`src/sv/vefc_pkg.sv`:
```
`timescale 1ns / 1ps

package vefc_pkg;

  // Field and register widths
  localparam int VALUE_W  = 32;
  localparam int CNT_W    = 48;
  localparam int COUNT_W  = 32;
  localparam int RATE_W   = 16;
  localparam int MODE_W   = 2;
  localparam int CFG_IDX_W  = 2;
  localparam int CFG_DATA_W = 32;
  localparam int DEF_FRACTION_BITS = 16;

  // Queue between front and back
  localparam int QUEUE_DEPTH = 2;

  // Register indexes
  localparam logic [CFG_IDX_W-1:0] REG_COUNT_MODE  = 2'd0;
  localparam logic [CFG_IDX_W-1:0] REG_RESET_VALUE = 2'd1;
  localparam logic [CFG_IDX_W-1:0] REG_SAMPLE_RATE = 2'd2;

  // Counting modes
  localparam logic [MODE_W-1:0] MODE_RISE = 2'd0;
  localparam logic [MODE_W-1:0] MODE_FALL = 2'd1;
  localparam logic [MODE_W-1:0] MODE_PASS = 2'd2;
  localparam logic [MODE_W-1:0] MODE_FREQ = 2'd3;

  // Reset values of the registers
  localparam logic [MODE_W-1:0]     RST_COUNT_MODE  = MODE_RISE;
  localparam logic [VALUE_W-1:0]    RST_RESET_VALUE = '0;
  localparam logic [RATE_W-1:0]     RST_SAMPLE_RATE = 16'd256;

  // Operation handed from front to back
  typedef enum logic [2:0] {
    OP_NONE,
    OP_LOAD,
    OP_BUMP,
    OP_PASS,
    OP_FREQ
  } op_kind_t;

  typedef struct packed {
    op_kind_t             kind;
    logic                 flag;   // sample validity for pass-through
    logic [VALUE_W-1:0]   value;  // sample value for pass-through
    logic [COUNT_W-1:0]   den;    // sample count for a frequency edge
  } op_t;

endpackage

```
`src/sv/vefc_front.sv`:
```
`timescale 1ns / 1ps

module vefc_front (
  input  logic                           clk,
  input  logic                           rst_n,
  input  logic [vefc_pkg::MODE_W-1:0]    count_mode,
  input  logic                           take,
  input  logic                           is_reset,
  input  logic                           cur_valid,
  input  logic [vefc_pkg::VALUE_W-1:0]   value,
  output vefc_pkg::op_t                  op
);

  logic                           prev_valid_r, prev_valid_nxt;
  logic [vefc_pkg::COUNT_W-1:0]   samples_r, samples_nxt;
  logic [vefc_pkg::COUNT_W-1:0]   samples_inc;
  logic                           rise, fall;

  // Saturating sample count and edge detection
  assign samples_inc = (samples_r == {vefc_pkg::COUNT_W{1'b1}}) ? samples_r
                                                               : samples_r + 1'b1;
  assign rise = !prev_valid_r && cur_valid;
  assign fall = prev_valid_r && !cur_valid;

  // Classify the item
  always_comb begin
    op.kind        = vefc_pkg::OP_NONE;
    op.flag        = cur_valid;
    op.value       = value;
    op.den         = samples_inc;
    prev_valid_nxt = prev_valid_r;
    samples_nxt    = samples_r;
    if (is_reset) begin
      if (cur_valid) begin
        op.kind = vefc_pkg::OP_LOAD;
      end
    end else begin
      prev_valid_nxt = cur_valid;
      samples_nxt    = samples_inc;
      case (count_mode)
        vefc_pkg::MODE_RISE: begin
          if (rise) op.kind = vefc_pkg::OP_BUMP;
        end
        vefc_pkg::MODE_FALL: begin
          if (fall) op.kind = vefc_pkg::OP_BUMP;
        end
        vefc_pkg::MODE_PASS: begin
          op.kind = vefc_pkg::OP_PASS;
        end
        vefc_pkg::MODE_FREQ: begin
          if (rise) begin
            op.kind     = vefc_pkg::OP_FREQ;
            samples_nxt = '0;
          end
        end
        default: begin
          op.kind = vefc_pkg::OP_NONE;
        end
      endcase
    end
  end

  // Track sample history on accepted items
  always_ff @(posedge clk) begin
    if (!rst_n) begin
      prev_valid_r <= 1'b0;
      samples_r    <= '0;
    end else if (take) begin
      prev_valid_r <= prev_valid_nxt;
      samples_r    <= samples_nxt;
    end
  end

endmodule

```
`src/sv/vefc_queue.sv`:
```
`timescale 1ns / 1ps

module vefc_queue (
  input  logic           clk,
  input  logic           rst_n,
  input  logic           push,
  input  vefc_pkg::op_t  push_op,
  output logic           full,
  input  logic           pop,
  output logic           empty,
  output vefc_pkg::op_t  head_op
);

  localparam int DEPTH = vefc_pkg::QUEUE_DEPTH;
  localparam int PTR_W = (DEPTH > 1) ? $clog2(DEPTH) : 1;
  localparam int CNT_W = $clog2(DEPTH + 1);
  localparam logic [PTR_W-1:0] LAST = PTR_W'(DEPTH - 1);

  vefc_pkg::op_t     entry_r [DEPTH];
  logic [PTR_W-1:0]  wr_ptr_r, wr_ptr_nxt;
  logic [PTR_W-1:0]  rd_ptr_r, rd_ptr_nxt;
  logic [CNT_W-1:0]  fill_r, fill_nxt;
  logic              do_push, do_pop;

  assign full    = (fill_r == CNT_W'(DEPTH));
  assign empty   = (fill_r == '0);
  assign do_push = push && !full;
  assign do_pop  = pop && !empty;
  assign head_op = entry_r[rd_ptr_r];

  // Advance pointers and fill level
  always_comb begin
    wr_ptr_nxt = wr_ptr_r;
    rd_ptr_nxt = rd_ptr_r;
    fill_nxt   = fill_r;
    if (do_push) wr_ptr_nxt = (wr_ptr_r == LAST) ? '0 : wr_ptr_r + 1'b1;
    if (do_pop)  rd_ptr_nxt = (rd_ptr_r == LAST) ? '0 : rd_ptr_r + 1'b1;
    if (do_push && !do_pop) fill_nxt = fill_r + 1'b1;
    else if (!do_push && do_pop) fill_nxt = fill_r - 1'b1;
  end

  always_ff @(posedge clk) begin
    if (!rst_n) begin
      wr_ptr_r <= '0;
      rd_ptr_r <= '0;
      fill_r   <= '0;
    end else begin
      wr_ptr_r <= wr_ptr_nxt;
      rd_ptr_r <= rd_ptr_nxt;
      fill_r   <= fill_nxt;
    end
  end

  // Store pushed operations
  always_ff @(posedge clk) begin
    if (do_push) entry_r[wr_ptr_r] <= push_op;
  end

endmodule

```
`src/sv/vefc_back.sv`:
```
`timescale 1ns / 1ps

module vefc_back #(
  parameter int FRACTION_BITS = vefc_pkg::DEF_FRACTION_BITS
) (
  input  logic                            clk,
  input  logic                            rst_n,
  input  logic [vefc_pkg::VALUE_W-1:0]    reset_value,
  input  logic [vefc_pkg::RATE_W-1:0]     sample_rate,
  input  logic                            op_empty,
  input  vefc_pkg::op_t                   op,
  output logic                            op_pop,
  output logic                            out_valid,
  input  logic                            out_ready,
  output logic [vefc_pkg::CNT_W-1:0]      out_counter,
  output logic                            out_counter_valid
);

  localparam int CNT_W  = vefc_pkg::CNT_W;
  localparam int VAL_W  = vefc_pkg::VALUE_W;
  localparam int DEN_W  = vefc_pkg::COUNT_W;
  localparam int NUM_W  = vefc_pkg::RATE_W + FRACTION_BITS;
  localparam int STEP_W = $clog2(NUM_W + 1);
  localparam logic signed [CNT_W-1:0] UNIT    = CNT_W'(1) << FRACTION_BITS;
  localparam logic signed [CNT_W-1:0] CNT_MAX = {1'b0, {(CNT_W-1){1'b1}}};

  typedef enum logic [1:0] {
    ST_IDLE,
    ST_DIV,
    ST_DONE
  } state_t;

  state_t                    state_r;
  logic signed [CNT_W-1:0]   cnt_r;
  logic                      cnt_valid_r;
  logic                      out_valid_r;
  logic [CNT_W-1:0]          out_cnt_r;
  logic                      out_cv_r;
  logic [DEN_W-1:0]          rem_r;
  logic [DEN_W-1:0]          den_r;
  logic [NUM_W-1:0]          quo_r;
  logic [STEP_W-1:0]         step_r;

  logic                      slot_free;
  logic                      out_load;
  logic signed [CNT_W-1:0]   cnt_base, cnt_bump, cnt_imm;
  logic                      cv_imm;
  logic [DEN_W:0]            rem_sh, rem_diff;
  logic                      rem_ge;

  assign slot_free = !out_valid_r || out_ready;
  assign op_pop    = (state_r == ST_IDLE) && !op_empty && slot_free;
  assign out_load  = (op_pop && (op.kind != vefc_pkg::OP_FREQ)) ||
                     ((state_r == ST_DONE) && slot_free);

  // Saturating edge increment; an invalid counter starts from zero
  assign cnt_base = cnt_valid_r ? cnt_r : '0;
  assign cnt_bump = (cnt_base > CNT_MAX - UNIT) ? CNT_MAX : cnt_base + UNIT;

  // Result of a load, edge increment or pass-through operation
  always_comb begin
    cnt_imm = cnt_r;
    cv_imm  = cnt_valid_r;
    case (op.kind)
      vefc_pkg::OP_LOAD: begin
        cnt_imm = {{(CNT_W-VAL_W){reset_value[VAL_W-1]}}, reset_value};
        cv_imm  = 1'b1;
      end
      vefc_pkg::OP_BUMP: begin
        cnt_imm = cnt_bump;
        cv_imm  = 1'b1;
      end
      vefc_pkg::OP_PASS: begin
        cnt_imm = op.flag ? {{(CNT_W-VAL_W){op.value[VAL_W-1]}}, op.value} : '0;
        cv_imm  = op.flag;
      end
      default: begin
        cnt_imm = cnt_r;
        cv_imm  = cnt_valid_r;
      end
    endcase
  end

  // One restoring divide step
  assign rem_sh   = {rem_r, quo_r[NUM_W-1]};
  assign rem_ge   = rem_sh >= {1'b0, den_r};
  assign rem_diff = rem_sh - {1'b0, den_r};

  always_ff @(posedge clk) begin
    if (!rst_n) begin
      state_r     <= ST_IDLE;
      cnt_r       <= '0;
      cnt_valid_r <= 1'b1;
      out_valid_r <= 1'b0;
    end else begin
      // Raise on a new result, drop once it is taken
      if (out_load) out_valid_r <= 1'b1;
      else if (out_ready) out_valid_r <= 1'b0;
      case (state_r)
        ST_IDLE: begin
          if (op_pop) begin
            if (op.kind == vefc_pkg::OP_FREQ) begin
              state_r <= ST_DIV;
            end else begin
              cnt_r       <= cnt_imm;
              cnt_valid_r <= cv_imm;
              out_cnt_r   <= cv_imm ? cnt_imm : '0;
              out_cv_r    <= cv_imm;
            end
          end
        end
        ST_DIV: begin
          if (step_r == STEP_W'(1)) state_r <= ST_DONE;
        end
        ST_DONE: begin
          if (slot_free) begin
            cnt_r       <= {{(CNT_W-NUM_W){1'b0}}, quo_r};
            cnt_valid_r <= 1'b1;
            out_cnt_r   <= {{(CNT_W-NUM_W){1'b0}}, quo_r};
            out_cv_r    <= 1'b1;
            state_r     <= ST_IDLE;
          end
        end
        default: begin
          state_r <= ST_IDLE;
        end
      endcase
    end
  end

  // Divider datapath: load on a frequency edge, then shift one bit a cycle
  always_ff @(posedge clk) begin
    if (op_pop && op.kind == vefc_pkg::OP_FREQ) begin
      rem_r  <= '0;
      den_r  <= op.den;
      quo_r  <= {sample_rate, {FRACTION_BITS{1'b0}}};
      step_r <= STEP_W'(NUM_W);
    end else if (state_r == ST_DIV) begin
      rem_r  <= rem_ge ? rem_diff[DEN_W-1:0] : rem_sh[DEN_W-1:0];
      quo_r  <= {quo_r[NUM_W-2:0], rem_ge};
      step_r <= step_r - 1'b1;
    end
  end

  assign out_valid         = out_valid_r;
  assign out_counter       = out_cnt_r;
  assign out_counter_valid = out_cv_r;

endmodule

```
`src/sv/validity_edge_and_frequency_counter.sv`:
```
`timescale 1ns / 1ps

// Channel  Dir  Handshake              Payload
// in       in   in_tvalid/in_tready    tdata: value; tuser: action, value_valid
// out      out  out_tvalid/out_tready  tdata: counter_value; tuser: counter_valid
// cfg      in   cfg_we                 cfg_index, cfg_data
//
// Every item gives one result. Loads, edge increments and pass-through are
// done as soon as they are popped; a frequency edge goes through the
// one-bit-per-cycle restoring divider, and no new item is popped until its
// result is loaded. A two-entry queue sits between the classifying front
// end and the back end, and the back end takes no new item while a result
// waits in the output register. Reset (rst_n low, synchronous) clears the
// queue, edge history, sample count and counter; no clearing pass is needed.

module validity_edge_and_frequency_counter #(
  parameter int FRACTION_BITS = vefc_pkg::DEF_FRACTION_BITS
) (
  input  logic                              clk,
  input  logic                              rst_n,
  input  logic                              in_tvalid,
  output logic                              in_tready,
  input  logic [vefc_pkg::VALUE_W-1:0]      in_tdata,   // [31:0] value
  input  logic [1:0]                        in_tuser,   // [0] action, [1] value_valid
  output logic                              out_tvalid,
  input  logic                              out_tready,
  output logic [vefc_pkg::CNT_W-1:0]        out_tdata,  // [47:0] counter_value
  output logic                              out_tuser,  // [0] counter_valid
  input  logic                              cfg_we,
  input  logic [vefc_pkg::CFG_IDX_W-1:0]    cfg_index,
  input  logic [vefc_pkg::CFG_DATA_W-1:0]   cfg_data
);

  logic [vefc_pkg::MODE_W-1:0]   count_mode_r;
  logic [vefc_pkg::VALUE_W-1:0]  reset_value_r;
  logic [vefc_pkg::RATE_W-1:0]   sample_rate_r;

  vefc_pkg::op_t  front_op;
  vefc_pkg::op_t  head_op;
  logic           q_full, q_empty, q_pop, take;

  // Configuration registers
  always_ff @(posedge clk) begin
    if (!rst_n) begin
      count_mode_r  <= vefc_pkg::RST_COUNT_MODE;
      reset_value_r <= vefc_pkg::RST_RESET_VALUE;
      sample_rate_r <= vefc_pkg::RST_SAMPLE_RATE;
    end else if (cfg_we) begin
      case (cfg_index)
        vefc_pkg::REG_COUNT_MODE:  count_mode_r  <= cfg_data[vefc_pkg::MODE_W-1:0];
        vefc_pkg::REG_RESET_VALUE: reset_value_r <= cfg_data[vefc_pkg::VALUE_W-1:0];
        vefc_pkg::REG_SAMPLE_RATE: sample_rate_r <= cfg_data[vefc_pkg::RATE_W-1:0];
        default: begin
        end
      endcase
    end
  end

  assign in_tready = !q_full;
  assign take      = in_tvalid && !q_full;

  vefc_front u_front (
    .clk        (clk),
    .rst_n      (rst_n),
    .count_mode (count_mode_r),
    .take       (take),
    .is_reset   (in_tuser[0]),
    .cur_valid  (in_tuser[1]),
    .value      (in_tdata),
    .op         (front_op)
  );

  vefc_queue u_queue (
    .clk     (clk),
    .rst_n   (rst_n),
    .push    (take),
    .push_op (front_op),
    .full    (q_full),
    .pop     (q_pop),
    .empty   (q_empty),
    .head_op (head_op)
  );

  vefc_back #(
    .FRACTION_BITS (FRACTION_BITS)
  ) u_back (
    .clk               (clk),
    .rst_n             (rst_n),
    .reset_value       (reset_value_r),
    .sample_rate       (sample_rate_r),
    .op_empty          (q_empty),
    .op                (head_op),
    .op_pop            (q_pop),
    .out_valid         (out_tvalid),
    .out_ready         (out_tready),
    .out_counter       (out_tdata),
    .out_counter_valid (out_tuser)
  );

endmodule
```
`config.mk`:
```
export PLATFORM = sky130hd
export DESIGN_NAME = validity_edge_and_frequency_counter
export DESIGN_NICKNAME = d
export VERILOG_FILES = /design/src/sv/vefc_pkg.sv /design/src/sv/vefc_front.sv /design/src/sv/vefc_queue.sv /design/src/sv/vefc_back.sv /design/src/sv/validity_edge_and_frequency_counter.sv
export SDC_FILE = /design/constraint.sdc
export NUM_CORES = 1
export LEC_CHECK = 0
export BUFFER_PORTS_ARGS = -buffer_cell sky130_fd_sc_hd__buf_2
export CAP_MARGIN = 20
export CORE_MARGIN = 10
export CORE_UTILIZATION = 60
export DETAILED_ROUTE_END_ITERATION = 7
export PLACE_DENSITY = 0.79
export SLEW_MARGIN = 20
export SYNTH_ARGS = -nofsm -noshare
export SYNTH_HDL_FRONTEND = slang
export SYNTH_SLANG_ARGS = --single-unit
```
`constraint.sdc`:
```
create_clock -name clk -period 5.63 [get_ports clk]
set_input_delay 0 -clock clk [delete_from_list [all_inputs] [get_ports clk]]
set_output_delay 0 -clock clk [all_outputs]
set_load 0.01 [all_outputs]
```
==> qor.csv <==
metric,value,unit
reg2reg end,u_back.out_counter[0]$_DFFE_PP_,
Final Net Count,2360,
fmax,253,MHz
CP endpoint kind,register,
Slew Limit Fails,0,
clk buf depth,3,
Max Cap Viol,0,
drt pass-1 iters,7,
Internal Pwr Total,7.42,mW
Initial Utilization,60.4,%
P_leak,9.08,nW
die area,0.0425,mm²
Clock Sink Count,427,
DRT antenna net count,0,
Post-CTS Setup Bufs,0,
Routed WL,58200,µm
Worst R2R Setup Slack,1.67,ns
top post-synthesis cells by count,"nand2_1, edfxtp_1, dfxtp_1, o21ai_0, a21oi_1",
status,completed,
worst-skew pair later-pin latency,0.58,ns
Worst Tran Pin Value,1.07,ns
area share of the largest cell type after synthesis,33.7,%
Crit Path Max Fanout,40,
post-route insts no fill,2743,
hold crit path type,in2reg,
register bit total from synthesis,427,
Crit-path slowest cell,a32o_1,
"Cell Chain, Critical Path",a32o_1 -> nand2_2 -> nor2_1 -> buf_4 -> a222oi_1 -> a21oi_1 -> a21oi_1 -> o21ai_0,
RD Place Congestion,0.963,
Finished Cell Area,0.0240,mm²
share of cells above drive strength 1,12.9,%
Startpoint Class,register,
Slew headroom,29.0,%
minimum clock period,3.96,ns
Avg Inst Size Synth,9.89,µm²
Tot GR Track Use,26.7,%
final setup violation count,0,
post-synthesis instance total,2100,
crit share post-route,70.3,%
Die X,206,µm
Switching Power,4.56,mW
worst vdd ir,313,µV
synth unique cells,86,
"most used cell, CP",a21oi_1,
Area contributors post-synth,"edfxtp_1, dfxtp_1, nand2_1",
FF-to-FF path depth,8,
critical path endpoint,u_back.out_counter[0]$_DFFE_PP_,
WL/cell,21.2,µm
H-tree lvl count,2,
Post-synth top flop,edfxtp_1,
most frequent cell after synthesis,nand2_1,
largest net degree at the start of global routing,73,
DR iter-0 viols,2255,
switching share of total power,38.1,%
"Data arrival, critical path",4.30,ns
# resized after CTS,0,
Comb pwr share,36.8,%
HPWL after DPL,38500,µm
number of global-route vias before repair,16395,
synthesized area,0.0208,mm²
"Req. time, crit path",5.97,ns
clock skew,0.0207,ns
Residual DRC,0,
Final Hold Vio Count,0,
initial antenna violation count,2,
Synthesis Warnings,0,
Flop pwr share,38.2,%
"FFs w/ async S/R, synth",0,%
max incr delay on CP,0.87,ns
final worst slack,1.67,ns
Layout area overhead,15.7,%
Via Count,17260,
Post-synth EDFFs,233,
CTS tree,yes,
Pwr Density,498,mW/mm²
IO Pins,124,
die extent in y,206,µm
post-synth net total,2211,
total core area,0.0344,mm²
total CTS buffers,45,
row count,68,
vias per inst,6.29,
root buffer cell,clkbuf_16,
"area leader, netlist",edfxtp_1,
Worst-path clk slew,0.06,ns
share of the yosys chip area belonging to registers,52.4,%
total grt overflow,0,
Port Buf Inserts,123,
dpl ws,1.83,ns
RSZ-0062 raised after global routing,false,
Placed Area,0.0217,mm²
setup TNS,0,ns
WHS Path Cells,2,
critical setup path kind,reg2reg,
clock power share,25.0,%
placed cell count,2573,
first-pass GRT wire length,90200,µm
per-stage QoR:
stage | total power [mW] | hold slack (ns) | utilization [%]
floorplan | 7.52 | 0.0989 | -
global placement | 8.73 | 0.188 | 63.0
detailed placement | 8.84 | 0.191 | 63.1
CTS | 11.9 | 0.118 | 69.9
global route | 12.6 | 0.141 | 69.9
finish | 12.0 | 0.149 | 69.9
placed cells by master, fill, tap and decap left out, types with 11 or more instances in the layout:
| cell | n |
|---|---|
| o22ai_1 | 25 |
| a21oi_1 | 145 |
| o211ai_1 | 19 |
| nor3_1 | 30 |
| mux2i_1 | 35 |
| a21boi_0 | 57 |
| clkbuf_16 | 45 |
| and2_1 | 18 |
| a222oi_1 | 16 |
| inv_1 | 56 |
| nand4_1 | 27 |
| buf_2 | 122 |
| edfxtp_1 | 233 |
| xor2_1 | 29 |
| nand2_1 | 311 |
| mux2_2 | 45 |
| buf_4 | 25 |
| a31oi_1 | 19 |
| nand2b_1 | 11 |
| nor2_1 | 111 |
| a22o_1 | 18 |
| a21o_1 | 29 |
| o21a_1 | 12 |
| dlygate4sd3_1 | 84 |
| o21ai_0 | 163 |
| ha_1 | 37 |
| a22oi_1 | 11 |
| nand3_1 | 56 |
| xnor2_1 | 43 |
| nor2b_1 | 36 |
| and3_1 | 24 |
| dfxtp_1 | 193 |
layout make-up:
type	instances	area, µm²
flip-flops and latches	427	10900
fillers	2543	10400
multi-input cells	1485	9180
repair buffers	233	1680
clock buffers	62	1260
well taps	455	569
clock inverters	22	231
inverters	57	214
diodes	2	5.00
worst min path at each step:
stage,endpoint,slack [ns],startpoint
6_report,u_queue.entry_r[1][47]$_DFFE_PP_,0.15,in_tdata[15]
5_1_grt,u_queue.entry_r[1][47]$_DFFE_PP_,0.14,in_tdata[15]
4_1_cts,u_queue.entry_r[1][37]$_DFFE_PP_,0.12,in_tdata[5]
3_5_place_dp,u_queue.entry_r[1][41]$_DFFE_PP_,0.19,in_tdata[9]
3_3_place_gp,u_queue.entry_r[0][37]$_DFFE_PP_,0.19,in_tdata[5]
2_1_floorplan,u_queue.entry_r[0][32]$_DFFE_PP_,0.1,in_tdata[0]
critical path, delay by kind of cell, from the launching register on:
family / cells / cell delay (ns)
buf+inv: 1 / 0.29
flops: 1 / 0.75
simple gates: 2 / 1.09
compound gates: 5 / 1.54
power by group through the flow:
| stage | Sequential (mW) | Clock (mW) | Combinational, mW |
|---|---|---|---|
| 3_3_place_gp | 4.59 | 0 | 4.14 |
| 5_1_grt | 4.64 | 3.15 | 4.80 |
| 2_1_floorplan | 4.46 | 0 | 3.06 |
| 4_1_cts | 4.56 | 3.03 | 4.30 |
| 3_5_place_dp | 4.61 | 0 | 4.22 |
| 6_report | 4.58 | 2.99 | 4.40 |
timing repair:
action | CTS | global route
setup endpoints to repair | 0 | 0
hold buffers | 84 | 0
hold endpoints to repair | 136 | 0
kinds of logic (layout without fill, tap and decap cells):
logic type | count (synthesis) | in the layout | share of synthesized area, %
buf+inv | 188 | 374 | 3.55
fa+ha+maj | 38 | 38 | 2.33
other cells | 0 | 2 | 0
compound gates | 604 | 604 | 18.8
flops | 427 | 427 | 52.4
simple gates | 691 | 691 | 15.8
mux | 80 | 80 | 4.13
xor+xnor | 72 | 72 | 3.04
state kept, by name, indices dropped and copies added (netlist names), named ones only:
name / cells
u_back.cnt_r: 48
u_front.samples_r: 32
u_queue.fill_r: 2
u_front.prev_valid_r: 1
u_back.rem_r: 32
sample_rate_r: 16
count_mode_r: 2
reset_value_r: 32
u_queue.rd_ptr_r: 1
u_back.quo_r: 32
u_back.out_counter_valid: 1
u_back.out_valid: 1
u_back.cnt_valid_r: 1
u_back.state_r: 2
u_back.den_r: 32
u_back.out_counter: 48
u_queue.wr_ptr_r: 1
u_back.step_r: 6
u_queue.entry_r: 136
layer usage:
| metal | GRT usage [%] | share of wire, % | up-vias | wire [µm] |
|---|---|---|---|---|
| met3 | 6.77 | 11 | 114 | 6350 |
| li1 | - | - | 7993 | - |
| met5 | 0 | 0 | - | 0 |
| met4 | 8.44 | 2.4 | 0 | 1400 |
| met1 | 37.1 | 42 | 8266 | 24300 |
| met2 | 40.4 | 45 | 887 | 26200 |
Power figures use the tool's default switching activity.
